<file path="src/design/assert_macros.svh">
// assert_macros.svh
// Concurrent assertion helpers used by elapsed_time_to_calendar.sv.
`ifndef ASSERT_MACROS_SVH
`define ASSERT_MACROS_SVH

// Same-cycle implication, disabled while reset is asserted.
`define ASSERT_IMPL(label, clk, rst_n, ante, cons, msg) \
  label: assert property (@(posedge clk) disable iff (!rst_n) (ante) |-> (cons)) else $error(msg);

// Next-cycle implication, disabled while reset is asserted.
`define ASSERT_NEXT(label, clk, rst_n, ante, cons, msg) \
  label: assert property (@(posedge clk) disable iff (!rst_n) (ante) |=> (cons)) else $error(msg);

`endif

</file>
<file path="src/design/etcal_pkg.sv">
`timescale 1ns / 1ps
// ----------------------------------------------------------------------------
// etcal_pkg
// Constants, types and helper functions of the elapsed time calendar.
// ----------------------------------------------------------------------------
package etcal_pkg;

  localparam int MS_PER_SEC     = 1000;
  localparam int SEC_PER_DAY    = 86400;
  localparam int SEC_PER_HOUR   = 3600;
  localparam int SEC_PER_MIN    = 60;
  localparam int HOURS_PER_DAY  = 24;
  localparam int MIN_PER_HOUR   = 60;
  localparam int YEAR_CENT      = 100;
  localparam int MONTH_FEB      = 2;
  localparam int MONTH_DEC      = 12;
  localparam logic [1:0] LEAP_MASK = 2'b11;

  localparam int RATIO_W        = 8;
  localparam logic [RATIO_W-1:0] RATIO_RESET = 8'd1;
  localparam int OFS_W          = 18;

  // Remainder width of the serial divider: holds values below 86400.
  localparam int DIV_W          = 17;
  localparam int CNT_W          = 5;

  // Quotient bits each division produces; the upper dividend bits that are
  // preloaded into the remainder always stay below the divisor.
  localparam int YEAR_STEPS     = 10;
  localparam int MS_STEPS       = 23;
  localparam int DAY_STEPS      = 16;
  localparam int HOUR_STEPS     = 5;
  localparam int MIN_STEPS      = 6;

  typedef enum logic [2:0] {
    DIV_YEAR,
    DIV_MS,
    DIV_DAY,
    DIV_HOUR,
    DIV_MIN
  } div_op_e;

  typedef struct packed {
    logic    start;
    div_op_e op;
  } div_ctl_t;

  function automatic logic [DIV_W-1:0] div_divisor(div_op_e op);
    logic [DIV_W-1:0] dv;
    unique case (op)
      DIV_YEAR: dv = DIV_W'(YEAR_CENT);
      DIV_MS:   dv = DIV_W'(MS_PER_SEC);
      DIV_DAY:  dv = DIV_W'(SEC_PER_DAY);
      DIV_HOUR: dv = DIV_W'(SEC_PER_HOUR);
      DIV_MIN:  dv = DIV_W'(SEC_PER_MIN);
      default:  dv = DIV_W'(SEC_PER_MIN);
    endcase
    return dv;
  endfunction

  function automatic logic [CNT_W-1:0] div_steps(div_op_e op);
    logic [CNT_W-1:0] n;
    unique case (op)
      DIV_YEAR: n = CNT_W'(YEAR_STEPS);
      DIV_MS:   n = CNT_W'(MS_STEPS);
      DIV_DAY:  n = CNT_W'(DAY_STEPS);
      DIV_HOUR: n = CNT_W'(HOUR_STEPS);
      DIV_MIN:  n = CNT_W'(MIN_STEPS);
      default:  n = CNT_W'(MIN_STEPS);
    endcase
    return n;
  endfunction

  // Days in a month, February without the leap day; bad months give 0.
  function automatic logic [4:0] month_len(logic [3:0] m);
    logic [4:0] len;
    unique case (m)
      4'd1, 4'd3, 4'd5, 4'd7, 4'd8, 4'd10, 4'd12: len = 5'd31;
      4'd4, 4'd6, 4'd9, 4'd11:                    len = 5'd30;
      4'd2:                                       len = 5'd28;
      default:                                    len = 5'd0;
    endcase
    return len;
  endfunction

endpackage

</file>
<file path="src/design/etcal_div.sv">
`timescale 1ns / 1ps
// ----------------------------------------------------------------------------
// etcal_div
// Bit-serial restoring divider by a selectable constant, one quotient bit
// per cycle.
// ----------------------------------------------------------------------------
module etcal_div (
  input  logic                           clk_i,
  input  logic                           rst_ni,
  input  etcal_pkg::div_ctl_t            ctl_i,
  input  logic [31:0]                    dividend_i,
  output logic                           done_o,
  output logic [31:0]                    quot_o,
  output logic [etcal_pkg::DIV_W-1:0]    rem_o
);

  logic                          busy_q, busy_d;
  logic                          done_q, done_d;
  logic [etcal_pkg::CNT_W-1:0]   cnt_q, cnt_d;
  etcal_pkg::div_op_e            op_q, op_d;
  logic [etcal_pkg::DIV_W-1:0]   rem_q, rem_d;
  logic [31:0]                   sh_q, sh_d;

  logic [etcal_pkg::DIV_W-1:0]   rem_init;
  logic [31:0]                   sh_init;
  logic [etcal_pkg::DIV_W:0]     part;
  logic [etcal_pkg::DIV_W:0]     dsr;
  logic [etcal_pkg::DIV_W:0]     diff;
  logic                          take;
  logic [etcal_pkg::CNT_W-1:0]   last;

  // Upper dividend bits go straight into the remainder, the rest is shifted
  // in one bit a cycle while quotient bits fill the low end.
  always_comb begin
    unique case (ctl_i.op)
      etcal_pkg::DIV_YEAR: begin
        rem_init = etcal_pkg::DIV_W'(dividend_i >> etcal_pkg::YEAR_STEPS);
        sh_init  = dividend_i << (32 - etcal_pkg::YEAR_STEPS);
      end
      etcal_pkg::DIV_MS: begin
        rem_init = etcal_pkg::DIV_W'(dividend_i >> etcal_pkg::MS_STEPS);
        sh_init  = dividend_i << (32 - etcal_pkg::MS_STEPS);
      end
      etcal_pkg::DIV_DAY: begin
        rem_init = etcal_pkg::DIV_W'(dividend_i >> etcal_pkg::DAY_STEPS);
        sh_init  = dividend_i << (32 - etcal_pkg::DAY_STEPS);
      end
      etcal_pkg::DIV_HOUR: begin
        rem_init = etcal_pkg::DIV_W'(dividend_i >> etcal_pkg::HOUR_STEPS);
        sh_init  = dividend_i << (32 - etcal_pkg::HOUR_STEPS);
      end
      etcal_pkg::DIV_MIN: begin
        rem_init = etcal_pkg::DIV_W'(dividend_i >> etcal_pkg::MIN_STEPS);
        sh_init  = dividend_i << (32 - etcal_pkg::MIN_STEPS);
      end
      default: begin
        rem_init = '0;
        sh_init  = '0;
      end
    endcase
  end

  always_comb begin
    last = etcal_pkg::div_steps(op_q) - etcal_pkg::CNT_W'(1);
    part = {rem_q, sh_q[31]};
    dsr  = {1'b0, etcal_pkg::div_divisor(op_q)};
    take = (part >= dsr);
    diff = part - dsr;

    busy_d = busy_q;
    done_d = 1'b0;
    cnt_d  = cnt_q;
    op_d   = op_q;
    rem_d  = rem_q;
    sh_d   = sh_q;

    if (ctl_i.start) begin
      busy_d = 1'b1;
      cnt_d  = '0;
      op_d   = ctl_i.op;
      rem_d  = rem_init;
      sh_d   = sh_init;
    end else if (busy_q) begin
      rem_d = take ? diff[etcal_pkg::DIV_W-1:0] : part[etcal_pkg::DIV_W-1:0];
      sh_d  = {sh_q[30:0], take};
      cnt_d = cnt_q + etcal_pkg::CNT_W'(1);
      if (cnt_q == last) begin
        busy_d = 1'b0;
        done_d = 1'b1;
      end
    end
  end

  always_ff @(posedge clk_i or negedge rst_ni) begin
    if (!rst_ni) begin
      busy_q <= 1'b0;
      done_q <= 1'b0;
      cnt_q  <= '0;
      op_q   <= etcal_pkg::DIV_MIN;
    end else begin
      busy_q <= busy_d;
      done_q <= done_d;
      cnt_q  <= cnt_d;
      op_q   <= op_d;
    end
  end

  always_ff @(posedge clk_i) begin
    rem_q <= rem_d;
    sh_q  <= sh_d;
  end

  assign done_o = done_q;
  assign quot_o = sh_q;
  assign rem_o  = rem_q;

endmodule

</file>
<file path="src/design/etcal_mul.sv">
`timescale 1ns / 1ps
// ----------------------------------------------------------------------------
// etcal_mul
// Serial shift-add multiplier, one ratio bit per cycle, with a preloaded
// addend. Product wraps at 32 bits.
// ----------------------------------------------------------------------------
module etcal_mul (
  input  logic                           clk_i,
  input  logic                           rst_ni,
  input  logic                           start_i,
  input  logic [31:0]                    mcand_i,
  input  logic [etcal_pkg::RATIO_W-1:0]  mplier_i,
  input  logic [31:0]                    addend_i,
  output logic                           done_o,
  output logic [31:0]                    prod_o
);

  localparam int MCntW = $clog2(etcal_pkg::RATIO_W);

  logic                          busy_q, busy_d;
  logic                          done_q, done_d;
  logic [MCntW-1:0]              cnt_q, cnt_d;
  logic [31:0]                   acc_q, acc_d;
  logic [31:0]                   mcand_q, mcand_d;
  logic [etcal_pkg::RATIO_W-1:0] mplier_q, mplier_d;

  always_comb begin
    busy_d   = busy_q;
    done_d   = 1'b0;
    cnt_d    = cnt_q;
    acc_d    = acc_q;
    mcand_d  = mcand_q;
    mplier_d = mplier_q;

    if (start_i) begin
      busy_d   = 1'b1;
      cnt_d    = '0;
      acc_d    = addend_i;
      mcand_d  = mcand_i;
      mplier_d = mplier_i;
    end else if (busy_q) begin
      if (mplier_q[0]) begin
        acc_d = acc_q + mcand_q;
      end
      mcand_d  = {mcand_q[30:0], 1'b0};
      mplier_d = mplier_q >> 1;
      cnt_d    = cnt_q + MCntW'(1);
      if (cnt_q == MCntW'(etcal_pkg::RATIO_W - 1)) begin
        busy_d = 1'b0;
        done_d = 1'b1;
      end
    end
  end

  always_ff @(posedge clk_i or negedge rst_ni) begin
    if (!rst_ni) begin
      busy_q <= 1'b0;
      done_q <= 1'b0;
      cnt_q  <= '0;
    end else begin
      busy_q <= busy_d;
      done_q <= done_d;
      cnt_q  <= cnt_d;
    end
  end

  always_ff @(posedge clk_i) begin
    acc_q    <= acc_d;
    mcand_q  <= mcand_d;
    mplier_q <= mplier_d;
  end

  assign done_o = done_q;
  assign prod_o = acc_q;

endmodule

</file>
<file path="src/design/elapsed_time_to_calendar.sv">
// ----------------------------------------------------------------------------
// elapsed_time_to_calendar: one word at a time; a load word goes through S_LOAD to the output registers.
// An update word runs S_YEAR (February base month only), S_MS, S_MUL, S_DAY, S_HOUR, S_MIN, S_CAL,
// using the bit-serial divider (one quotient bit per cycle) and the serial ratio multiplier.
// Reset: ratio = 1, base stamp and base date/time = 0; no clearing pass.
// ----------------------------------------------------------------------------
`timescale 1ns / 1ps
`include "assert_macros.svh"
module elapsed_time_to_calendar (
  input  logic                           clk_i,
  input  logic                           rst_ni,
  input  logic                           cfg_we_i,
  input  logic [etcal_pkg::RATIO_W-1:0]  cfg_wdata_i,
  input  logic                           in_valid_i,
  output logic                           in_stall_o,
  input  logic                           mode_i,
  input  logic [31:0]                    time_ms_i,
  input  logic [15:0]                    year_in_i,
  input  logic [3:0]                     month_in_i,
  input  logic [4:0]                     day_in_i,
  input  logic [4:0]                     hour_in_i,
  input  logic [5:0]                     minute_in_i,
  input  logic [5:0]                     second_in_i,
  output logic                           out_valid_o,
  input  logic                           out_stall_i,
  output logic [15:0]                    year_out_o,
  output logic [3:0]                     month_out_o,
  output logic [7:0]                     day_out_o,
  output logic [4:0]                     hour_out_o,
  output logic [5:0]                     minute_out_o,
  output logic [5:0]                     second_out_o,
  output logic                           rolled_over_o
);

  localparam logic [3:0] S_IDLE = 4'd0;
  localparam logic [3:0] S_YEAR = 4'd1;
  localparam logic [3:0] S_MS   = 4'd2;
  localparam logic [3:0] S_MUL  = 4'd3;
  localparam logic [3:0] S_DAY  = 4'd4;
  localparam logic [3:0] S_HOUR = 4'd5;
  localparam logic [3:0] S_MIN  = 4'd6;
  localparam logic [3:0] S_CAL  = 4'd7;
  localparam logic [3:0] S_LOAD = 4'd8;

  logic [3:0]                    state_q, state_d;
  logic                          launch_q, launch_d;
  logic [etcal_pkg::RATIO_W-1:0] ratio_q;

  logic [31:0] stamp_q, stamp_d;
  logic [15:0] byear_q, byear_d;
  logic [3:0]  bmonth_q, bmonth_d;
  logic [7:0]  bday_q, bday_d;
  logic [4:0]  bhour_q, bhour_d;
  logic [5:0]  bmin_q, bmin_d;
  logic [5:0]  bsec_q, bsec_d;

  logic [31:0] now_q, now_d;
  logic        leap_q, leap_d;
  logic [15:0] days_q, days_d;
  logic [4:0]  hh_q, hh_d;
  logic [5:0]  mm_q, mm_d;
  logic [5:0]  ss_q, ss_d;

  logic        oval_q, oval_d;
  logic [15:0] oyear_q, oyear_d;
  logic [3:0]  omonth_q, omonth_d;
  logic [7:0]  oday_q, oday_d;
  logic [4:0]  ohour_q, ohour_d;
  logic [5:0]  omin_q, omin_d;
  logic [5:0]  osec_q, osec_d;
  logic        oroll_q, oroll_d;

  etcal_pkg::div_ctl_t           div_ctl;
  logic [31:0]                   div_dividend;
  logic                          div_done;
  logic [31:0]                   div_quot;
  logic [etcal_pkg::DIV_W-1:0]   div_rem;
  logic                          mul_start;
  logic                          mul_done;
  logic [31:0]                   mul_prod;
  logic [etcal_pkg::OFS_W-1:0]   tod_ofs;

  logic        accept;
  logic        out_free;
  logic [4:0]  mlen;
  logic [16:0] day_sum;
  logic        roll;
  logic [3:0]  month_inc;

  assign accept   = in_valid_i && (state_q == S_IDLE);
  assign out_free = !oval_q || !out_stall_i;

  // Base time of day in seconds, preloaded into the multiplier accumulator.
  assign tod_ofs = etcal_pkg::OFS_W'(bhour_q) * etcal_pkg::OFS_W'(etcal_pkg::SEC_PER_HOUR)
                 + etcal_pkg::OFS_W'(bmin_q) * etcal_pkg::OFS_W'(etcal_pkg::SEC_PER_MIN)
                 + etcal_pkg::OFS_W'(bsec_q);

  always_comb begin
    div_ctl.start = 1'b0;
    div_ctl.op    = etcal_pkg::DIV_MIN;
    div_dividend  = 32'(div_rem);
    unique case (state_q)
      S_YEAR: begin
        div_ctl.op   = etcal_pkg::DIV_YEAR;
        div_dividend = 32'(byear_q);
      end
      S_MS: begin
        div_ctl.op   = etcal_pkg::DIV_MS;
        div_dividend = now_q - stamp_q;
      end
      S_DAY: begin
        div_ctl.op   = etcal_pkg::DIV_DAY;
        div_dividend = mul_prod;
      end
      S_HOUR:  div_ctl.op = etcal_pkg::DIV_HOUR;
      S_MIN:   div_ctl.op = etcal_pkg::DIV_MIN;
      default: div_ctl.op = etcal_pkg::DIV_MIN;
    endcase
    div_ctl.start = launch_q && (state_q == S_YEAR || state_q == S_MS ||
                                 state_q == S_DAY || state_q == S_HOUR ||
                                 state_q == S_MIN);
  end

  assign mul_start = launch_q && (state_q == S_MUL);

  etcal_div u_div (
    .clk_i      (clk_i),
    .rst_ni     (rst_ni),
    .ctl_i      (div_ctl),
    .dividend_i (div_dividend),
    .done_o     (div_done),
    .quot_o     (div_quot),
    .rem_o      (div_rem)
  );

  etcal_mul u_mul (
    .clk_i    (clk_i),
    .rst_ni   (rst_ni),
    .start_i  (mul_start),
    .mcand_i  (div_quot),
    .mplier_i (ratio_q),
    .addend_i (32'(tod_ofs)),
    .done_o   (mul_done),
    .prod_o   (mul_prod)
  );

  // Calendar step: month length with the leap day, day carry into the month.
  always_comb begin
    mlen = etcal_pkg::month_len(bmonth_q)
         + 5'((bmonth_q == 4'(etcal_pkg::MONTH_FEB)) && leap_q);
    day_sum   = 17'(bday_q) + 17'(days_q);
    roll      = day_sum > 17'(mlen);
    month_inc = bmonth_q + 4'd1;
  end

  always_comb begin
    state_d  = state_q;
    launch_d = 1'b0;
    stamp_d  = stamp_q;
    byear_d  = byear_q;
    bmonth_d = bmonth_q;
    bday_d   = bday_q;
    bhour_d  = bhour_q;
    bmin_d   = bmin_q;
    bsec_d   = bsec_q;
    now_d    = now_q;
    leap_d   = leap_q;
    days_d   = days_q;
    hh_d     = hh_q;
    mm_d     = mm_q;
    ss_d     = ss_q;
    oyear_d  = oyear_q;
    omonth_d = omonth_q;
    oday_d   = oday_q;
    ohour_d  = ohour_q;
    omin_d   = omin_q;
    osec_d   = osec_q;
    oroll_d  = oroll_q;
    oval_d   = oval_q && out_stall_i;

    unique case (state_q)
      S_IDLE: begin
        if (accept) begin
          if (mode_i) begin
            now_d    = time_ms_i;
            leap_d   = 1'b0;
            launch_d = 1'b1;
            state_d  = (bmonth_q == 4'(etcal_pkg::MONTH_FEB)) ? S_YEAR : S_MS;
          end else begin
            stamp_d  = time_ms_i;
            byear_d  = year_in_i;
            bmonth_d = month_in_i;
            bday_d   = 8'(day_in_i);
            bhour_d  = hour_in_i;
            bmin_d   = minute_in_i;
            bsec_d   = second_in_i;
            state_d  = S_LOAD;
          end
        end
      end
      S_YEAR: begin
        if (div_done) begin
          // remainder by 100 and quotient mod 4 give the century rules
          leap_d = (((byear_q[1:0] & etcal_pkg::LEAP_MASK) == 2'b00) && (div_rem != '0))
                || ((div_rem == '0) && (div_quot[1:0] == 2'b00));
          launch_d = 1'b1;
          state_d  = S_MS;
        end
      end
      S_MS: begin
        if (div_done) begin
          launch_d = 1'b1;
          state_d  = S_MUL;
        end
      end
      S_MUL: begin
        if (mul_done) begin
          launch_d = 1'b1;
          state_d  = S_DAY;
        end
      end
      S_DAY: begin
        if (div_done) begin
          days_d   = div_quot[15:0];
          launch_d = 1'b1;
          state_d  = S_HOUR;
        end
      end
      S_HOUR: begin
        if (div_done) begin
          hh_d     = div_quot[4:0];
          launch_d = 1'b1;
          state_d  = S_MIN;
        end
      end
      S_MIN: begin
        if (div_done) begin
          mm_d    = div_quot[5:0];
          ss_d    = div_rem[5:0];
          state_d = S_CAL;
        end
      end
      S_CAL: begin
        if (out_free) begin
          oval_d  = 1'b1;
          ohour_d = hh_q;
          omin_d  = mm_q;
          osec_d  = ss_q;
          oroll_d = roll;
          if (roll) begin
            oday_d = 8'(day_sum - 17'(mlen));
            if (bmonth_q == 4'(etcal_pkg::MONTH_DEC)) begin
              oyear_d  = byear_q + 16'd1;
              omonth_d = 4'd1;
            end else begin
              oyear_d  = byear_q;
              omonth_d = month_inc;
            end
            stamp_d  = now_q;
            byear_d  = oyear_d;
            bmonth_d = omonth_d;
            bday_d   = oday_d;
            bhour_d  = hh_q;
            bmin_d   = mm_q;
            bsec_d   = ss_q;
          end else begin
            oday_d   = day_sum[7:0];
            oyear_d  = byear_q;
            omonth_d = bmonth_q;
          end
          state_d = S_IDLE;
        end
      end
      S_LOAD: begin
        if (out_free) begin
          oval_d   = 1'b1;
          oyear_d  = byear_q;
          omonth_d = bmonth_q;
          oday_d   = bday_q;
          ohour_d  = bhour_q;
          omin_d   = bmin_q;
          osec_d   = bsec_q;
          oroll_d  = 1'b0;
          state_d  = S_IDLE;
        end
      end
      default: state_d = S_IDLE;
    endcase
  end

  always_ff @(posedge clk_i or negedge rst_ni) begin
    if (!rst_ni) begin
      state_q  <= S_IDLE;
      launch_q <= 1'b0;
      oval_q   <= 1'b0;
      ratio_q  <= etcal_pkg::RATIO_RESET;
      stamp_q  <= '0;
      byear_q  <= '0;
      bmonth_q <= '0;
      bday_q   <= '0;
      bhour_q  <= '0;
      bmin_q   <= '0;
      bsec_q   <= '0;
    end else begin
      state_q  <= state_d;
      launch_q <= launch_d;
      oval_q   <= oval_d;
      if (cfg_we_i) begin
        ratio_q <= cfg_wdata_i;
      end
      stamp_q  <= stamp_d;
      byear_q  <= byear_d;
      bmonth_q <= bmonth_d;
      bday_q   <= bday_d;
      bhour_q  <= bhour_d;
      bmin_q   <= bmin_d;
      bsec_q   <= bsec_d;
    end
  end

  always_ff @(posedge clk_i) begin
    now_q    <= now_d;
    leap_q   <= leap_d;
    days_q   <= days_d;
    hh_q     <= hh_d;
    mm_q     <= mm_d;
    ss_q     <= ss_d;
    oyear_q  <= oyear_d;
    omonth_q <= omonth_d;
    oday_q   <= oday_d;
    ohour_q  <= ohour_d;
    omin_q   <= omin_d;
    osec_q   <= osec_d;
    oroll_q  <= oroll_d;
  end

  assign in_stall_o    = (state_q != S_IDLE);
  assign out_valid_o   = oval_q;
  assign year_out_o    = oyear_q;
  assign month_out_o   = omonth_q;
  assign day_out_o     = oday_q;
  assign hour_out_o    = ohour_q;
  assign minute_out_o  = omin_q;
  assign second_out_o  = osec_q;
  assign rolled_over_o = oroll_q;

  `ASSERT_IMPL(a_div_done_state, clk_i, rst_ni, div_done, (state_q == S_YEAR || state_q == S_MS || state_q == S_DAY || state_q == S_HOUR || state_q == S_MIN), "divider done outside a divide step")
  `ASSERT_IMPL(a_mul_done_state, clk_i, rst_ni, mul_done, (state_q == S_MUL), "multiplier done outside the multiply step")
  `ASSERT_IMPL(a_roll_tod_range, clk_i, rst_ni, (out_valid_o && rolled_over_o), (hour_out_o < etcal_pkg::HOURS_PER_DAY && minute_out_o < etcal_pkg::MIN_PER_HOUR && second_out_o < etcal_pkg::SEC_PER_MIN), "rollover word with time of day out of range")
  `ASSERT_NEXT(a_cal_roll_base, clk_i, rst_ni, (state_q == S_CAL && out_free && roll), (stamp_q == $past(now_q) && bday_q == oday_q), "rollover did not reload the base")

endmodule

</file>
<file path="config.mk">
export PLATFORM = sky130hd
export DESIGN_NAME = elapsed_time_to_calendar
export DESIGN_NICKNAME = d
export VERILOG_FILES = /design/src/design/etcal_pkg.sv /design/src/design/etcal_div.sv /design/src/design/etcal_mul.sv /design/src/design/elapsed_time_to_calendar.sv
export VERILOG_INCLUDE_DIRS = /design/src /design/src/design
export SDC_FILE = /design/constraint.sdc
export NUM_CORES = 1
export LEC_CHECK = 0
export BUFFER_PORTS_ARGS = -buffer_cell sky130_fd_sc_hd__buf_2
export CAP_MARGIN = 20
export CORE_MARGIN = 1.5
export CORE_UTILIZATION = 30
export DETAILED_ROUTE_END_ITERATION = 7
export GPL_ROUTABILITY_DRIVEN = 0
export SLEW_MARGIN = 20
export SYNTH_ARGS = -nofsm -noshare
export SYNTH_HDL_FRONTEND = slang
export SYNTH_SLANG_ARGS = --single-unit
</file>
<file path="constraint.sdc">
create_clock -name clk_i -period 13.4 [get_ports clk_i]
set_input_delay 1.34 -clock clk_i [delete_from_list [all_inputs] [get_ports clk_i]]
set_output_delay 1.34 -clock clk_i [all_outputs]
set_load 0.005 [all_outputs]
</file>
==> qor.txt <==
Status: finished, violations left
Failing checks: DRC
Max frequency: 196 MHz
Multi-input gate area: 0.0110 mm^2
Max-cap violations: 0
Area growth syn-to-layout: 14.3%
CP max-delay cell: or4b_4
# DRC: 3
Vias/cell: 5.13
Drt total wl: 60,400 um
Setup skew after layout: 23.3 ps
Top Family by Delay on Critical Path: compound AO/OA/AOI/OAI gates
CTS resizes: 0
Startpoint types: register
Yosys reg bits: 339
Synth area leaders: edfxtp_1 31%, dfrtp_1 12%, ha_1 8.8%
Asr flop ratio synth: 0.313
Most frequent cell after synthesis: nand2_1
Yosys warns: 0
Clk_lat worst skew: 580 ps
Die height: 270 um
Post-Synthesis Cells: 2,268
Fin Setup TNS: 0 ps
Commonest register cell after synthesis: edfxtp_1
FF/Latch Area: 0.00951 mm^2
Ports: 136
Share of layout cells above drive strength 1: 0.115
Gr usage total: 0.163
CP Data Required Time: 13,800 ps
Sequential fraction of the synthesis area: 0.444
Final HPWL DP: 44,400 um
First-pass iteration count of the detailed router: 8
Via Count: 17,100
Area of the mapped netlist: 0.0214 mm^2
Most area-hungry cell type in the Yosys netlist: edfxtp_1
Top cell by count, worst path: ha_1
Syn avg cell area: 9.44 um^2
CTS buffer count: 41
Hold WS: 489 ps
Starting Density: 0.305
Grt total ovfl: 0
Clk buf depth: 3
Hold WC Path Type: register to register
ANT nets after route: 0
First-pass GRT wire length: 94,400 um
RSZ-0062 raised after global routing: no
CP endpoint kind: register
Initial antenna violation count: 0
Max-slew violation count: 0
Clock sink count: 339
Max-slew headroom: 0.299
Post-Syn Nets: 2,526
Standard-cell rows: 97
TritonCTS clock tree: yes
Post-CTS Hold Fix Bufs: 0
H-tree levels: 2
Final period util: 0.381
Buffer count from post-CTS setup fixing: 0
Number of global-route vias before repair: 16,300
Largest net degree at the start of global routing: 74
Netlist cell types: 79
Yosys top cell area share: 0.307
Tightest Pin Transition: 1050 ps
WL/cell: 18.2 um
CORE AREA: 0.0703 mm^2
CP Buf/Inv Count: 3
WP data arrival: 5500 ps
Synth cell count leaders: 366 x nand2_1, 219 x edfxtp_1, 184 x nor2_1, 176 x a21oi_1, 150 x ha_1
Crit path kind: register to register
# fillers: 7,138
Diodes inserted: 0
Critical path's largest stage delay: 730 ps
Crit path cell chain: inv_1 > ha_1 > mux2i_1 > a21oi_1 > ha_1 > ha_1 > inv_1 > ha_1 > ha_1 > o21a_1 > o31ai_1 > a21oi_1 > a221oi_2 > nand3_1 > or4b_4 > o21a_4 > buf_4 > nor2_1 > a31oi_1
Input/output buffers: 135
Clk root buf: clkbuf_16
Nets: 2,612
CTS clock-pin slew for the worst setup and hold paths: 60 ps
Die X: 270 um
Post-synth EDFFs: 219
Worst Path Max Fanout: 64
Die ar.: 0.0730 mm^2
Tmin final: 5100 ps
Endpoints failing hold: 0
Setup-failing EPs final: 0
DR iter-0 viols: 1,614
==> through the flow <==
stage	setup slack, ps	instance area (um^2)	instances	util
6_report	8300	24500	3327	0.348
5_1_grt	7890	24500	3327	0.348
3_5_place_dp	8320	23000	3251	0.328
3_3_place_gp	8470	23000	3251	0.328
4_1_cts	8300	24500	3327	0.348
2_1_floorplan	8980	21400	2268	-
==> final timing paths <==
kind	startpoint	end	slack, ps	depth (start not counted)
worst min register to register	u_div.quot_o[7]	days_q[7]	490	0
worst max register to register	bmonth_q[0]	stamp_q[27]	8300	19
min in group asynchronous	rst_ni	bsec_q[4]	860	1
worst min-delay path	u_div.quot_o[7]	days_q[7]	490	0
worst max-delay path	bmonth_q[0]	stamp_q[27]	8300	19
max in group asynchronous	rst_ni	byear_q[6]	11280	2
==> cell families (layout without fill, tap and decap cells) <==
| group | count (synthesis) | in the layout | synth area share |
|---|---|---|---|
| AOI/OAI and AO/OA | 609 | 609 | 0.182 |
| xor gates and xnor gates | 111 | 111 | 0.0454 |
| adders and majority gates | 170 | 170 | 0.106 |
| buffers and inverters | 234 | 353 | 0.0428 |
| DFF | 339 | 339 | 0.444 |
| muxes | 45 | 45 | 0.0227 |
| and+or+nand+nor | 760 | 760 | 0.156 |
==> routing by layer <==
metal / vias up / share of wire / global-route usage
li1: 8347 / - / -
met1: 8119 / 0.46 / 0.227
met2: 506 / 0.44 / 0.256
met3: 79 / 0.080 / 0.0362
met4: 0 / 0.020 / 0.0410
met5: - / 0 / 0
==> worst reg2reg max path: stages (launching register included) <==
cell,delay [ps]
dfrtp_1,430
inv_1,220
ha_1,310
mux2i_1,100
a21oi_1,150
ha_1,200
ha_1,150
inv_1,40
ha_1,270
ha_1,340
o21a_1,190
o31ai_1,80
a21oi_1,200
a221oi_2,280
nand3_1,110
or4b_4,730
o21a_4,470
buf_4,390
nor2_1,220
a31oi_1,60
==> layout by cell type, fill, tap and decap left out, drive strengths merged, types with 7 or more instances in the layout <==
cell	instances
o21a	29
inv	121
a31oi	72
o22a	10
buf	157
a221oi	18
nor2	184
nor4	10
xnor2	70
a22oi	7
or3	7
a211oi	16
dfrtp	104
nand2b	17
a21oi	176
o211ai	9
a222oi	14
mux2	28
a21o	38
and2	22
edfxtp	219
and3	26
ha	150
clkinv	9
fa	20
o21ai	119
nand2	367
nand3	47
dfxtp	14
nand4	14
nor2b	14
nor3	26
xor2	41
o21bai	22
clkbuf	58
o22ai	11
mux2i	17
o31ai	10
==> state kept, by name, indices dropped and copies added, names as in the netlist, 6 cells and up <==
signal and flops:
u_mul.prod_o 32, day_out_o 8, byear_q 16, u_mul.mplier_q 8, stamp_q 32, u_div.quot_o 32
ss_q 6, days_q 16, ratio_q 8, bday_q 8, u_div.rem_o 17, now_q 32
second_out_o 6, minute_out_o 6, bsec_q 6, u_mul.mcand_q 32, mm_q 6, year_out_o 16
bmin_q 6
==> cell type report <==
class | count | share of cell area
Clock inverter | 18 | 0.0102
Clock buffer | 58 | 0.0483
Timing Repair Buffer | 157 | 0.0345
Multi-Input combinational cell | 1695 | 0.452
Tap cell | 940 | 0.0481
Sequential cell | 339 | 0.389
Inverter | 120 | 0.0184
Power is not shown: default switching activity piles up to over one toggle a cycle in this logic, so the estimate is an artifact.
